--- src/rtl/core/lsr_pkg.sv ---
package lsr_pkg;

   localparam int COORD_W = 6;
   localparam int COLOR_W = 8;
   localparam int CSR_W   = 7;
   localparam int CSR_IDX_W = 2;
   localparam int ERR_W   = 14;

   localparam logic [CSR_IDX_W-1:0] CSR_IMAGE_WIDTH  = 2'd0;
   localparam logic [CSR_IDX_W-1:0] CSR_IMAGE_HEIGHT = 2'd1;
   localparam logic [CSR_IDX_W-1:0] CSR_COLOR_MODE   = 2'd2;

   localparam logic [CSR_W-1:0] IMAGE_WIDTH_RST  = 7'd64;
   localparam logic [CSR_W-1:0] IMAGE_HEIGHT_RST = 7'd64;
   localparam logic             COLOR_MODE_RST   = 1'b1;

   localparam int QDEPTH = 2;
   localparam int QPTR_W = $clog2(QDEPTH);
   localparam int QCNT_W = $clog2(QDEPTH + 1);

   typedef enum logic [1:0] {
      ST_OK      = 2'd0,
      ST_OUTSIDE = 2'd1,
      ST_ORDER   = 2'd2
   } status_type;

   typedef enum logic [1:0] {
      BK_IDLE,
      BK_ERROR,
      BK_COLUMN,
      BK_STEP
   } back_state_type;

   typedef struct packed {
      status_type           status;
      logic [COORD_W-1:0]   x_start;
      logic [COORD_W-1:0]   y_start;
      logic [COORD_W-1:0]   x_end;
      logic [COORD_W-1:0]   y_end;
      logic [COLOR_W-1:0]   red;
      logic [COLOR_W-1:0]   green;
      logic [COLOR_W-1:0]   blue;
      logic                 all_channels;
   } cmd_type;

   typedef struct packed {
      logic [COORD_W-1:0]   col_x;
      logic [COORD_W-1:0]   row_first;
      logic [COORD_W-1:0]   row_last;
      logic [COLOR_W-1:0]   out_red;
      logic [COLOR_W-1:0]   out_green;
      logic [COLOR_W-1:0]   out_blue;
      logic                 all_channels;
      status_type           status;
      logic                 last;
   } rsp_type;

endpackage

--- src/rtl/core/lsr_if.sv ---
interface lsr_req_if;
   logic       valid;
   logic       ready;
   logic [5:0] x_start;
   logic [5:0] y_start;
   logic [5:0] x_end;
   logic [5:0] y_end;
   logic [7:0] red;
   logic [7:0] green;
   logic [7:0] blue;

   modport source (output valid, x_start, y_start, x_end, y_end, red, green, blue,
                   input ready);
   modport sink (input valid, x_start, y_start, x_end, y_end, red, green, blue,
                 output ready);
endinterface

interface lsr_rsp_if;
   logic       valid;
   logic       ready;
   logic [5:0] col_x;
   logic [5:0] row_first;
   logic [5:0] row_last;
   logic [7:0] out_red;
   logic [7:0] out_green;
   logic [7:0] out_blue;
   logic       all_channels;
   logic [1:0] status;
   logic       last;

   modport source (output valid, col_x, row_first, row_last, out_red, out_green,
                   out_blue, all_channels, status, last, input ready);
   modport sink (input valid, col_x, row_first, row_last, out_red, out_green,
                 out_blue, all_channels, status, last, output ready);
endinterface

--- src/rtl/core/lsr_front.sv ---
module lsr_front #(
   parameter int MAX_WIDTH  = 64,
   parameter int MAX_HEIGHT = 64
) (
   input  logic                          clock,
   input  logic                          reset,
   lsr_req_if.sink                       req,
   input  logic                          csr_we,
   input  logic [lsr_pkg::CSR_IDX_W-1:0] csr_index,
   input  logic [lsr_pkg::CSR_W-1:0]     csr_wdata,
   input  logic                          q_full,
   output logic                          q_push,
   output lsr_pkg::cmd_type              q_cmd
);
   import lsr_pkg::*;

   logic [CSR_W-1:0] width_ff, width_in;
   logic [CSR_W-1:0] height_ff, height_in;
   logic             mode_ff, mode_in;
   logic             outside;
   logic             order;

   always_comb begin
      width_in  = width_ff;
      height_in = height_ff;
      mode_in   = mode_ff;
      if (csr_we) begin
         case (csr_index)
            CSR_IMAGE_WIDTH:  width_in  = csr_wdata;
            CSR_IMAGE_HEIGHT: height_in = csr_wdata;
            CSR_COLOR_MODE:   mode_in   = csr_wdata[0];
            default: ;
         endcase
      end
   end

   always_ff @(posedge clock) begin
      if (reset) begin
         width_ff  <= IMAGE_WIDTH_RST;
         height_ff <= IMAGE_HEIGHT_RST;
         mode_ff   <= COLOR_MODE_RST;
      end else begin
         width_ff  <= width_in;
         height_ff <= height_in;
         mode_ff   <= mode_in;
      end
   end

   always_comb begin
      outside = ({1'b0, req.x_end} >= width_ff) || (int'(req.x_end) >= MAX_WIDTH) ||
                ({1'b0, req.y_end} >= height_ff) || (int'(req.y_end) >= MAX_HEIGHT);
      order   = (req.x_start > req.x_end) || (req.y_start > req.y_end);
   end

   assign req.ready = !q_full;
   assign q_push    = req.valid && !q_full;

   always_comb begin
      q_cmd.status       = outside ? ST_OUTSIDE : (order ? ST_ORDER : ST_OK);
      q_cmd.x_start      = req.x_start;
      q_cmd.y_start      = req.y_start;
      q_cmd.x_end        = req.x_end;
      q_cmd.y_end        = req.y_end;
      q_cmd.red          = req.red;
      q_cmd.green        = mode_ff ? req.green : '0;
      q_cmd.blue         = mode_ff ? req.blue : '0;
      q_cmd.all_channels = mode_ff;
   end

endmodule

--- src/rtl/core/lsr_queue.sv ---
module lsr_queue (
   input  logic             clock,
   input  logic             reset,
   input  logic             push,
   input  lsr_pkg::cmd_type push_cmd,
   output logic             full,
   input  logic             pop,
   output logic             empty,
   output lsr_pkg::cmd_type pop_cmd
);
   import lsr_pkg::*;

   cmd_type           entry_ff [QDEPTH];
   logic [QPTR_W-1:0] wr_ptr_ff, wr_ptr_in;
   logic [QPTR_W-1:0] rd_ptr_ff, rd_ptr_in;
   logic [QCNT_W-1:0] count_ff, count_in;

   assign full    = (count_ff == QCNT_W'(QDEPTH));
   assign empty   = (count_ff == '0);
   assign pop_cmd = entry_ff[rd_ptr_ff];

   always_comb begin
      wr_ptr_in = push ? wr_ptr_ff + 1'b1 : wr_ptr_ff;
      rd_ptr_in = pop ? rd_ptr_ff + 1'b1 : rd_ptr_ff;
      count_in  = count_ff;
      if (push && !pop) begin
         count_in = count_ff + 1'b1;
      end else if (pop && !push) begin
         count_in = count_ff - 1'b1;
      end
   end

   always_ff @(posedge clock) begin
      if (reset) begin
         wr_ptr_ff <= '0;
         rd_ptr_ff <= '0;
         count_ff  <= '0;
      end else begin
         wr_ptr_ff <= wr_ptr_in;
         rd_ptr_ff <= rd_ptr_in;
         count_ff  <= count_in;
      end
   end

   always_ff @(posedge clock) begin
      if (push) begin
         entry_ff[wr_ptr_ff] <= push_cmd;
      end
   end

`ifndef ASSERT_OFF
   a_no_overflow: assert property (@(posedge clock) disable iff (reset)
      full && !pop |-> !push)
      else $error("queue push while full");
   a_no_underflow: assert property (@(posedge clock) disable iff (reset)
      empty |-> !pop)
      else $error("queue pop while empty");
   a_count_step: assert property (@(posedge clock) disable iff (reset)
      push && !pop |=> count_ff == $past(count_ff) + 1'b1)
      else $error("queue count out of step");
`endif

endmodule

--- src/rtl/core/lsr_back.sv ---
module lsr_back (
   input  logic             clock,
   input  logic             reset,
   input  logic             q_empty,
   input  lsr_pkg::cmd_type q_cmd,
   output logic             q_pop,
   lsr_rsp_if.source        rsp
);
   import lsr_pkg::*;

   back_state_type            state_ff, state_in;
   cmd_type                   cmd_ff, cmd_in;
   logic [COORD_W-1:0]        x_ff, x_in;
   logic [COORD_W-1:0]        y_ff, y_in;
   logic [COORD_W-1:0]        first_ff, first_in;
   logic [COORD_W-1:0]        span_ff, span_in;
   logic signed [ERR_W-1:0]   e_ff, e_in;
   rsp_type                   rsp_ff, rsp_in;
   logic                      rsp_valid_ff, rsp_valid_in;

   logic [COORD_W-1:0]        dy;
   logic [COORD_W-1:0]        dx_new;
   logic                      out_free;
   logic                      step_ok;
   logic                      at_end;
   logic                      col_start;
   logic                      row_step;
   logic                      emit_span;
   logic                      emit_err;

   assign dy       = cmd_ff.y_end - cmd_ff.y_start;
   assign dx_new   = q_cmd.x_end - q_cmd.x_start;
   assign out_free = !rsp_valid_ff || rsp.ready;
   assign at_end   = (x_ff == cmd_ff.x_end);
   assign step_ok  = ($signed({e_ff, 1'b0}) > $signed({{(ERR_W - COORD_W + 1){1'b0}}, span_ff}))
                     && (y_ff < cmd_ff.y_end);

   always_comb begin
      state_in = state_ff;
      case (state_ff)
         BK_IDLE: begin
            if (!q_empty) begin
               state_in = (q_cmd.status == ST_OK) ? BK_COLUMN : BK_ERROR;
            end
         end
         BK_ERROR: begin
            if (out_free) begin
               state_in = BK_IDLE;
            end
         end
         BK_COLUMN: state_in = BK_STEP;
         BK_STEP: begin
            if (!step_ok && out_free) begin
               state_in = at_end ? BK_IDLE : BK_COLUMN;
            end
         end
         default: state_in = BK_IDLE;
      endcase
   end

   always_comb begin
      q_pop     = 1'b0;
      col_start = 1'b0;
      row_step  = 1'b0;
      emit_span = 1'b0;
      emit_err  = 1'b0;
      case (state_ff)
         BK_IDLE:   q_pop     = !q_empty;
         BK_ERROR:  emit_err  = out_free;
         BK_COLUMN: col_start = 1'b1;
         BK_STEP: begin
            row_step  = step_ok;
            emit_span = !step_ok && out_free;
         end
         default: ;
      endcase
   end

   always_comb begin
      cmd_in       = q_pop ? q_cmd : cmd_ff;
      x_in         = x_ff;
      y_in         = y_ff;
      e_in         = e_ff;
      span_in      = span_ff;
      first_in     = col_start ? y_ff : first_ff;
      rsp_in       = rsp_ff;
      rsp_valid_in = rsp_valid_ff && !rsp.ready;
      if (q_pop) begin
         x_in    = q_cmd.x_start;
         y_in    = q_cmd.y_start;
         e_in    = '0;
         span_in = (dx_new == '0) ? COORD_W'(1) : dx_new;
      end
      if (col_start) begin
         e_in = e_ff + $signed({{(ERR_W - COORD_W){1'b0}}, dy});
      end
      if (row_step) begin
         y_in = y_ff + 1'b1;
         e_in = e_ff - $signed({{(ERR_W - COORD_W){1'b0}}, span_ff});
      end
      if (emit_span) begin
         x_in                = at_end ? x_ff : x_ff + 1'b1;
         rsp_in.col_x        = x_ff;
         rsp_in.row_first    = first_ff;
         rsp_in.row_last     = y_ff;
         rsp_in.out_red      = cmd_ff.red;
         rsp_in.out_green    = cmd_ff.green;
         rsp_in.out_blue     = cmd_ff.blue;
         rsp_in.all_channels = cmd_ff.all_channels;
         rsp_in.status       = ST_OK;
         rsp_in.last         = at_end;
         rsp_valid_in        = 1'b1;
      end
      if (emit_err) begin
         rsp_in        = '0;
         rsp_in.status = cmd_ff.status;
         rsp_in.last   = 1'b1;
         rsp_valid_in  = 1'b1;
      end
   end

   always_ff @(posedge clock) begin
      if (reset) begin
         state_ff     <= BK_IDLE;
         rsp_valid_ff <= 1'b0;
      end else begin
         state_ff     <= state_in;
         rsp_valid_ff <= rsp_valid_in;
      end
   end

   always_ff @(posedge clock) begin
      cmd_ff   <= cmd_in;
      x_ff     <= x_in;
      y_ff     <= y_in;
      e_ff     <= e_in;
      span_ff  <= span_in;
      first_ff <= first_in;
      rsp_ff   <= rsp_in;
   end

   assign rsp.valid        = rsp_valid_ff;
   assign rsp.col_x        = rsp_ff.col_x;
   assign rsp.row_first    = rsp_ff.row_first;
   assign rsp.row_last     = rsp_ff.row_last;
   assign rsp.out_red      = rsp_ff.out_red;
   assign rsp.out_green    = rsp_ff.out_green;
   assign rsp.out_blue     = rsp_ff.out_blue;
   assign rsp.all_channels = rsp_ff.all_channels;
   assign rsp.status       = rsp_ff.status;
   assign rsp.last         = rsp_ff.last;

`ifndef ASSERT_OFF
   a_span_order: assert property (@(posedge clock) disable iff (reset)
      rsp_valid_ff && rsp_ff.status == ST_OK |-> rsp_ff.row_last >= rsp_ff.row_first)
      else $error("span rows out of order");
   a_error_last: assert property (@(posedge clock) disable iff (reset)
      rsp_valid_ff && rsp_ff.status != ST_OK |-> rsp_ff.last)
      else $error("error item without last");
   a_row_bound: assert property (@(posedge clock) disable iff (reset)
      state_ff == BK_STEP |-> y_ff <= cmd_ff.y_end)
      else $error("row passed line end");
   a_pop_idle: assert property (@(posedge clock) disable iff (reset)
      q_pop |=> state_ff == BK_COLUMN || state_ff == BK_ERROR)
      else $error("pop outside idle");
`endif

endmodule

--- src/rtl/core/line_span_rasterizer_top.sv ---
// Flow: a command reaches the queue in the accept cycle; when the walk is idle it is
// popped, and each column passes the column and step states, staying in the step
// state for its row steps and while the response is held; an error command passes
// the error state only. A new command is popped only once the walk is back in idle.
// Reset: synchronous, active high; clears the queue and walk state and loads
// image_width 64, image_height 64, color_mode 1.
module line_span_rasterizer_top #(
   parameter int MAX_WIDTH  = 64,
   parameter int MAX_HEIGHT = 64
) (
   input  logic                          clock,
   input  logic                          reset,
   lsr_req_if.sink                       req_ch,
   lsr_rsp_if.source                     rsp_ch,
   input  logic                          csr_we,
   input  logic [lsr_pkg::CSR_IDX_W-1:0] csr_index,
   input  logic [lsr_pkg::CSR_W-1:0]     csr_wdata
);
   import lsr_pkg::*;

   logic    q_push;
   logic    q_pop;
   logic    q_full;
   logic    q_empty;
   cmd_type push_cmd;
   cmd_type pop_cmd;

   lsr_front #(
      .MAX_WIDTH  (MAX_WIDTH),
      .MAX_HEIGHT (MAX_HEIGHT)
   ) u_front (
      .clock     (clock),
      .reset     (reset),
      .req       (req_ch),
      .csr_we    (csr_we),
      .csr_index (csr_index),
      .csr_wdata (csr_wdata),
      .q_full    (q_full),
      .q_push    (q_push),
      .q_cmd     (push_cmd)
   );

   lsr_queue u_queue (
      .clock    (clock),
      .reset    (reset),
      .push     (q_push),
      .push_cmd (push_cmd),
      .full     (q_full),
      .pop      (q_pop),
      .empty    (q_empty),
      .pop_cmd  (pop_cmd)
   );

   lsr_back u_back (
      .clock   (clock),
      .reset   (reset),
      .q_empty (q_empty),
      .q_cmd   (pop_cmd),
      .q_pop   (q_pop),
      .rsp     (rsp_ch)
   );

endmodule

--- src/flat_wrapper.sv ---
// flat-port wrapper written by rule: the top's interface ports become plain ports
module line_span_rasterizer_top_flat import lsr_pkg::*;
#(
   parameter int MAX_WIDTH  = 64,
   parameter int MAX_HEIGHT = 64
)
  (clock, reset, csr_we, csr_index, csr_wdata, req_ch_valid, req_ch_x_start, req_ch_y_start, req_ch_x_end, req_ch_y_end, req_ch_red, req_ch_green, req_ch_blue, req_ch_ready, rsp_ch_valid, rsp_ch_col_x, rsp_ch_row_first, rsp_ch_row_last, rsp_ch_out_red, rsp_ch_out_green, rsp_ch_out_blue, rsp_ch_all_channels, rsp_ch_status, rsp_ch_last, rsp_ch_ready);
  lsr_req_if req_ch_i ();
  lsr_rsp_if rsp_ch_i ();
  input  logic clock;
  input  logic reset;
  input  logic csr_we;
  input  logic [lsr_pkg::CSR_IDX_W-1:0] csr_index;
  input  logic [lsr_pkg::CSR_W-1:0] csr_wdata;
  input wire logic [$bits(req_ch_i.valid)-1:0] req_ch_valid;
  input wire logic [$bits(req_ch_i.x_start)-1:0] req_ch_x_start;
  input wire logic [$bits(req_ch_i.y_start)-1:0] req_ch_y_start;
  input wire logic [$bits(req_ch_i.x_end)-1:0] req_ch_x_end;
  input wire logic [$bits(req_ch_i.y_end)-1:0] req_ch_y_end;
  input wire logic [$bits(req_ch_i.red)-1:0] req_ch_red;
  input wire logic [$bits(req_ch_i.green)-1:0] req_ch_green;
  input wire logic [$bits(req_ch_i.blue)-1:0] req_ch_blue;
  output wire logic [$bits(req_ch_i.ready)-1:0] req_ch_ready;
  output wire logic [$bits(rsp_ch_i.valid)-1:0] rsp_ch_valid;
  output wire logic [$bits(rsp_ch_i.col_x)-1:0] rsp_ch_col_x;
  output wire logic [$bits(rsp_ch_i.row_first)-1:0] rsp_ch_row_first;
  output wire logic [$bits(rsp_ch_i.row_last)-1:0] rsp_ch_row_last;
  output wire logic [$bits(rsp_ch_i.out_red)-1:0] rsp_ch_out_red;
  output wire logic [$bits(rsp_ch_i.out_green)-1:0] rsp_ch_out_green;
  output wire logic [$bits(rsp_ch_i.out_blue)-1:0] rsp_ch_out_blue;
  output wire logic [$bits(rsp_ch_i.all_channels)-1:0] rsp_ch_all_channels;
  output wire logic [$bits(rsp_ch_i.status)-1:0] rsp_ch_status;
  output wire logic [$bits(rsp_ch_i.last)-1:0] rsp_ch_last;
  input wire logic [$bits(rsp_ch_i.ready)-1:0] rsp_ch_ready;
  assign req_ch_i.valid = req_ch_valid;
  assign req_ch_i.x_start = req_ch_x_start;
  assign req_ch_i.y_start = req_ch_y_start;
  assign req_ch_i.x_end = req_ch_x_end;
  assign req_ch_i.y_end = req_ch_y_end;
  assign req_ch_i.red = req_ch_red;
  assign req_ch_i.green = req_ch_green;
  assign req_ch_i.blue = req_ch_blue;
  assign req_ch_ready = req_ch_i.ready;
  assign rsp_ch_valid = rsp_ch_i.valid;
  assign rsp_ch_col_x = rsp_ch_i.col_x;
  assign rsp_ch_row_first = rsp_ch_i.row_first;
  assign rsp_ch_row_last = rsp_ch_i.row_last;
  assign rsp_ch_out_red = rsp_ch_i.out_red;
  assign rsp_ch_out_green = rsp_ch_i.out_green;
  assign rsp_ch_out_blue = rsp_ch_i.out_blue;
  assign rsp_ch_all_channels = rsp_ch_i.all_channels;
  assign rsp_ch_status = rsp_ch_i.status;
  assign rsp_ch_last = rsp_ch_i.last;
  assign rsp_ch_i.ready = rsp_ch_ready;
  line_span_rasterizer_top #(.MAX_WIDTH(MAX_WIDTH), .MAX_HEIGHT(MAX_HEIGHT)) u_core (.clock(clock), .reset(reset), .req_ch(req_ch_i), .rsp_ch(rsp_ch_i), .csr_we(csr_we), .csr_index(csr_index), .csr_wdata(csr_wdata));
endmodule
--- config.mk ---
export PLATFORM = sky130hd
export DESIGN_NAME = line_span_rasterizer_top_flat
export DESIGN_NICKNAME = d
export VERILOG_FILES = /design/src/rtl/core/lsr_pkg.sv /design/src/rtl/core/lsr_if.sv /design/src/rtl/core/lsr_front.sv /design/src/rtl/core/lsr_queue.sv /design/src/rtl/core/lsr_back.sv /design/src/rtl/core/line_span_rasterizer_top.sv /design/src/flat_wrapper.sv
export SDC_FILE = /design/constraint.sdc
export NUM_CORES = 1
export LEC_CHECK = 0
export BUFFER_PORTS_ARGS = -buffer_cell sky130_fd_sc_hd__buf_2
export CAP_MARGIN = 0
export CORE_MARGIN = 3
export CORE_UTILIZATION = 59
export CTS_CLUSTER_SIZE = 8
export DETAILED_ROUTE_END_ITERATION = 10
export PLACE_DENSITY = 0.84
export SYNTH_ARGS = -nofsm -noshare
export SYNTH_HDL_FRONTEND = slang
export SYNTH_SLANG_ARGS = --single-unit
--- constraint.sdc ---
create_clock -name clock -period 4.7 [get_ports clock]
set_clock_uncertainty 0.05 [all_clocks]
set_input_delay 0.47 -clock clock [delete_from_list [all_inputs] [get_ports clock]]
set_output_delay 0.47 -clock clock [all_outputs]
set_load 0.01 [all_outputs]
# Yosys cells after proc, flatten, opt, wreduce, memory -nomap -nowiden
# Memories as Yosys holds them, arrays and structs flattened. A register that Yosys moved wholly into a read port is not among the register bits.
# Index checks and enable logic that the tools add are counted.
dict set report word_totals {
  reg_bits 151
  ram_bits 102
  out_inout_bits 48
  memories 1
}
# name words word_bits read_ports rd_ports_with_merged_regs wr line_no
set mem_list {}
lappend mem_list {u_core.u_queue.entry_ff 2 51 1 1 1 lsr_queue.sv:13} ;# cmd_type entry_ff [QDEPTH];
dict set report op_classes {
  addsub 10
  order_cmp 6
  n_eq_ne 11
  muxes 33
  reduce_logical 31
}
# op count
set op_table {}
lappend op_table {{2-to-1 mux 14 bit} 3}
lappend op_table {{2-to-1 mux 6 bit} 5}
lappend op_table {{2-to-1 mux 2 bit} 9}
lappend op_table {{2-to-1 mux 8 bit} 2}
lappend op_table {{> comparator 15 x 7 -> 1 bit} 1}
lappend op_table {{adder 14 x 7 -> 14 bit} 1}
lappend op_table {{>= comparator 6 x 7 -> 1 bit} 2}
lappend op_table {{subtractor 14 x 7 -> 14 bit} 1}
lappend op_table {{adder 6 x 1 -> 6 bit, second input constant} 2}
lappend op_table {{> comparator 6 bit} 2}
lappend op_table {{subtractor 6 bit} 2}
lappend op_table {{2-to-1 mux 1 bit} 11}
lappend op_table {{== test 2 bit, second input constant} 4}
lappend op_table {{logical NOT 2 bit} 4}
lappend op_table {{inequality test 2 bit, second input constant} 4}
lappend op_table {{case mux 2 bit (4 select lines)} 1}
lappend op_table {{AND reduction 2 bit} 4}
lappend op_table {{nonzero test 2 bit} 4}
lappend op_table {{logical NOT 1 bit} 7}
lappend op_table {{== test 6 bit} 1}
lappend op_table {{logical AND 1 bit} 6}
lappend op_table {{logical NOT 6 bit} 1}
lappend op_table {{< comparator 6 bit} 1}
lappend op_table {{2-to-1 mux 3 bit} 2}
lappend op_table {{other kinds (7)} 11}

# Longest topological paths before layout
dict set report depth {
  word_depth 7
  depth_mapped 15
  depth_no_buf 15
}

# By module
# A second synthesis with hierarchy kept.
dict set report hier_totals {
  cells_unflattened 973
  area_unflattened_um2 11895.2
}
# module instances cells_per_inst area_per_inst_um2 seq_area_each_um2
set modules_own_cells {}
lappend modules_own_cells {lsr_back 1 598 6472.5 3493.4}
lappend modules_own_cells {lsr_queue 1 181 3875.0 3163.0}
lappend modules_own_cells {lsr_front 1 194 1547.7 300.3}

# Least setup slack after synthesis
# Ideal clock, no wire load.
dict set report synth_path {
  path_type {register -> register}
  startpoint {register u_core.u_queue.count_ff[0]}
  endpoint {memory u_core.u_queue.entry_ff[0][0] (netlist name) (enable)}
  arrival_time_ps 2828
  t_required_ps 4190
  path_slack_ps 1362
  path_stages_with_launch 4
  period_less_slack_ps 3338
  cell_sequence {dfxtp_1 nand2b_1 nand2_1 nor2_1}
}
dict set report synth_via {
  elab_chain_len 5
}
# element line_no
set synth_rtl {}
lappend synth_rtl {{start: declaration} lsr_queue.sv:16} ;# logic [QCNT_W-1:0] count_ff, count_in;
lappend synth_rtl {{start signal: assignment} lsr_queue.sv:41} ;# count_ff <= count_in;
lappend synth_rtl {{== test 2 bit} lsr_queue.sv:18} ;# assign full = (count_ff == QCNT_W'(QDEPTH));
lappend synth_rtl {{logical NOT 1 bit} -}
lappend synth_rtl {{via req_ch_ready} flat_wrapper.sv:23} ;# output wire logic [$bits(req_ch_i.ready)-1:0] req_ch_ready;
lappend synth_rtl {{logical AND 1 bit} lsr_front.sv:56} ;# assign q_push = req.valid && !q_full;
lappend synth_rtl {{2-to-1 mux 1 bit} lsr_queue.sv:46} ;# if (push) begin
lappend synth_rtl {{2-to-1 mux 1 bit (implied by the code)} lsr_queue.sv:47} ;# entry_ff[wr_ptr_ff] <= push_cmd;
lappend synth_rtl {{end: declaration} lsr_queue.sv:13}
# The timed path passes the listed nets, and every way through them passes these cells.

# Worst setup path in the final report
dict set report layout_path {
  startpoint {register u_core.u_back.cmd_ff[26] (netlist name)}
  endpoint {register u_core.u_back.e_ff[12], data pin}
}
dict set report layout_via {
  elab_chain_len 4
  word_cells_on_any_way 7
}
# element line_no
set layout_rtl {}
lappend layout_rtl {{start: declaration} lsr_back.sv:12} ;# cmd_type cmd_ff, cmd_in;
lappend layout_rtl {{start signal: assignment} lsr_back.sv:133} ;# cmd_ff <= cmd_in;
lappend layout_rtl {{subtractor 6 bit / < comparator 6 bit (equally long branches)} {lsr_back.sv:31, lsr_back.sv:36}}
lappend layout_rtl {{adder 14 x 7 -> 14 bit / logical AND 1 bit (equally long branches)} {lsr_back.sv:95, lsr_back.sv:36}}
lappend layout_rtl {{2-to-1 mux 14 bit / 2-to-1 mux 1 bit (equally long branches)} {lsr_back.sv:94, lsr_back.sv:67}}
lappend layout_rtl {{2-to-1 mux 14 bit (*)} lsr_back.sv:97} ;# if (row_step) begin
lappend layout_rtl {{via u_core.u_back.e_in[12]} lsr_back.sv:17} ;# logic signed [ERR_W-1:0] e_ff, e_in;
lappend layout_rtl {{end signal: assignment} lsr_back.sv:136} ;# e_ff <= e_in;
lappend layout_rtl {{end: declaration} lsr_back.sv:17}
# The timed path passes the listed nets; every way through them passes the cells marked *.
# A chain may end at the register's enable or synchronous reset.

==> results by group <==
Outcome
  • Status: completed

Power and ir drop
  • Pleak: just under 6 nW
  • P_int: just over 6 mW
  • VDD IR max: between 0.3 and 0.4 mV
  • Cell Pwr Density: ~700 nW/µm²
  • Flop pwr share: between 30% and 40%
  • Clock power frac: 25.8%
  • Share of total power in combinational logic: a little over a third
  • Switching portion of total power: a little over a third
  • Sw power: between 3 and 4 mW

Logic synthesis
  • Synth area leader: edfxtp_1
  • Syn. warnings: 0
  • Synth Area in Compound Gates: 6.476%
  • EDFF count, synth: between 150 and 200
  • Post-synthesis mux area share: a little over a tenth
  • Post-Synth Adder-Cell Area: a little over 7%
  • Xor-xnor portion of the synthesized cell area: under 10%
  • Gate Count Post-Synth: a little over 900
  • Asr flop ratio synth: 0%
  • Post-Syn Area: about 12000 µm²
  • Top cell type's share of synthesized area: roughly half
  • Post-Synthesis Net Count: about 1000
  • Synth Area in Simple Gates: around 8.4%
  • Seq/Total Area, Yosys: 60.11%
  • Netlist cell types: 64
  • Main combinational cell family by area after synthesis: multiplexers
  • Yosys reg bits: roughly 250
  • Prevailing post-synth register cell: edfxtp_1
  • Avg Cell Area, Syn: 12.77 µm²
  • Area contributors post-synth: edfxtp_1, dfxtp_1, ha_1

Placement
  • Final RePlAce weighted congestion: roughly 0.86
  • Hpwl dp: about 16000 µm
  • Post-DP Area: approximately 12000 µm²
  • Placed Cells: around 1300
  • IO Port Bufs: ~110

Final layout
  • Share of cells above drive strength 1: 22.05%
  • Antenna diodes: 0
  • Fill cells: approximately 1300
  • Fin cells: 1321
  • Finished Core Util: between 70% and 80%
  • Final nets: 1162
  • Area overhead of the layout relative to synthesis: 16.44%
  • Final instance area: between 10000 and 15000 µm²

Global route
  • Global-route wire length before repair: around 40000 µm
  • Met1 usage: around 28%
  • Grt total ovfl: 0
  • Vias in the first global route: around 7700
  • Most Crowded Layer GR: met2
  • Initial antenna violation count: 0
  • Largest net degree at the start of global routing: 38
  • Met3 GRT Util: about 4.3%
  • Total track usage: around 23%
  • Grt met2 use: roughly two fifths

Setup path
  • CP max FO: 6
  • CP arrival: between 3000 and 4000 ps
  • Worst Setup EP: u_core.u_back.e_ff[12]
  • CP startpoint kind: flip-flop
  • Worst setup startpoint: u_core.u_back.cmd_ff[26]
  • R2R Path End: u_core.u_back.e_ff[12]
  • Critical path class: flip-flop to flip-flop
  • R2R depth: 13
  • Crit. End Element: flip-flop
  • Reg2reg start: u_core.u_back.cmd_ff[26]
  • Worst R2R Setup Slack: about 1200 ps
  • Worst path required time: 4890 ps

STA
  • Final TNS setup: 0 ps
  • Crit share post-route: 73.91%
  • Slew at the pin closest to its max-slew limit: 1178 ps
  • Hold Vio Cnt, Final: 0
  • Rel. slew slack: 21.28%
  • Unrepaired setup endpoints after global routing: false
  • Fmax: about 290 MHz
  • Minimum clock period: about 3500 ps
  • Hold Slack: roughly 110 ps
  • Final setup vio count: 0
  • Slew Viols, Final: 0

Die
  • Core ar.: around 19000 µm²
  • # rows: 50
  • Initial Util: 61.05%
  • DIE AREA: between 20000 and 25000 µm²
  • DIE HEIGHT: 146.1 µm
  • Die width: 146.1 µm
  • Ports: 110

Clocking
  • Clk root buf: clkbuf_16
  • Post-CTS resize count: 0
  • Post-CTS Setup Bufs: 0
  • CTS H-tree depth: 2
  • TritonCTS clock tree: done
  • Clk Latency, worst-skew pair: approximately 500 ps
  • Hold_buf cts: 0
  • Cts bufs inserted: 37
  • Clk pin slew, worst setup/hold paths: roughly 50 ps
  • Clock buffer depth: 3
  • CTS sink cnt: around 250

Min path
  • HP Class: input port to flip-flop

Detailed routing
  • Vias: approximately 7300
  • Wire per inst: between 15 and 20 µm
  • Initial drt markers: 589
  • Post-route ant nets: 0
  • Vias per inst: between 5 and 6
  • Drt pass-1 iters: 6
  • DRC viols: 0
  • Wirelength, routed: about 24000 µm

Job
  • Max-Cap Viols: 0
==> Yosys cell counts, types with 14 or more instances <==
library cell / number
edfxtp_1: 187
inv_1: 103
dfxtp_1: 67
nand2_1: 64
mux2i_1: 61
ha_1: 60
mux2_2: 48
nor2_1: 48
a21oi_1: 29
xnor2_1: 23
and2_1: 16
o21ai_0: 16
clkbuf_1: 14
nand3_1: 14
==> cells by family (layout without fill, tap and decap cells) <==
family / count (synthesis) / after routing
buffers and inverters: 131 / 286
adders and majority gates: 64 / 64
muxes: 115 / 115
and+or+nand+nor: 200 / 200
xor gates and xnor gates: 34 / 34
AOI/OAI and AO/OA: 108 / 108
DFF: 254 / 254
==> layout make-up <==
type	instances	area (µm²)	area share (%)
flip-flops and latches	254	6958	51.63
multi-input cells	521	4111	30.51
clock buffers	61	1037	7.697
repair buffers	118	613.1	4.550
inverters	104	390.4	2.897
well taps	260	325.3	2.414
clock inverters	3	40.04	0.2971
==> how the worst min path moves through the flow <==
stage          cells past startpoint  slack [ps]                            from                             end
3_5_place_dp                       2         400    u_core.u_back.rsp.out_red[7]    u_core.u_back.rsp.out_red[7]
5_1_grt                            1          90                   req_ch_red[3]  u_core.u_queue.entry_ff[1][20]
4_1_cts                            1          90                   req_ch_red[1]  u_core.u_queue.entry_ff[1][18]
2_1_floorplan                      0         400           u_core.u_back.y_ff[5]       u_core.u_back.first_ff[5]
6_report                           1         110                   req_ch_red[1]  u_core.u_queue.entry_ff[0][18]
3_3_place_gp                       2         390  u_core.u_back.rsp.out_green[1]  u_core.u_back.rsp.out_green[1]
==> worst max-delay path: stages, from the launching register on <==
cell	delay (ps)
edfxtp_1	440
ha_1	330
a21o_1	170
a21oi_1	230
o21bai_1	90
a21oi_1	180
xnor2_1	90
ha_1	380
nand4_1	150
a21oi_1	270
o211ai_1	200
or2_2	320
a32oi_1	170
a22oi_1	140
==> metrics by stage <==
| step | setup slack, ps | total power, mW |
|---|---|---|
| 2_1_floorplan | 1362 | 5.975 |
| 3_3_place_gp | 1466 | 6.761 |
| 3_5_place_dp | 1317 | 6.913 |
| 4_1_cts | 1303 | 9.424 |
| 5_1_grt | 1012 | 9.964 |
| 6_report | 1226 | 9.389 |
==> per-layer routing <==
layer	routed length (µm)	part of all wire [%]
met5	0	0
met4	935	3.9
met1	9695	40
met3	1246	5.2
met2	12260	51
==> registers in the layout, indices dropped and copies added, names as in the netlist, 2 cells and up, named ones only <==
| signal | count |
|---|---|
| u_core.u_back.rsp.out_green | 8 |
| u_core.u_back.rsp.col_x | 6 |
| u_core.u_back.e_ff | 14 |
| u_core.u_front.height_ff | 7 |
| u_core.u_back.rsp.status | 2 |
| u_core.u_back.rsp.out_red | 8 |
| u_core.u_back.rsp.out_blue | 8 |
| u_core.u_back.rsp.row_last | 6 |
| u_core.u_back.x_ff | 6 |
| u_core.u_back.y_ff | 6 |
| u_core.u_queue.count_ff | 2 |
| u_core.u_back.state_ff | 2 |
| u_core.u_back.first_ff | 6 |
| u_core.u_back.cmd_ff | 45 |
| u_core.u_back.span_ff | 6 |
| u_core.u_back.rsp.row_first | 6 |
| u_core.u_front.width_ff | 7 |
| u_core.u_queue.entry_ff | 102 |
==> power groups by stage <==
stage               Clock (mW)  Sequential [mW]  Combinational [mW]
floorplan                    0             3.62                2.35
global placement             0             3.66                3.10
detailed placement           0             3.70                3.22
CTS                       2.46             3.67                3.29
global route              2.56             3.75                3.66
finish                    2.42             3.67                3.30
==> placed cells by master, fill, tap and decap left out, drive strengths merged, types with 4 or more instances in the layout <==
cell,count
a21o,10
a21oi,29
a31oi,5
a32oi,4
and2,16
buf,118
clkbuf,61
dfxtp,67
edfxtp,187
fa,4
ha,60
inv,104
mux2,54
mux2i,61
nand2,65
nand2b,9
nand3,14
nand3b,6
nand4,5
nor2,49
nor2b,6
nor3,12
o211ai,4
o21a,10
o21ai,16
o22ai,8
or2,5
or3,6
xnor2,23
xor2,11
(Power assumes the default switching activity.)
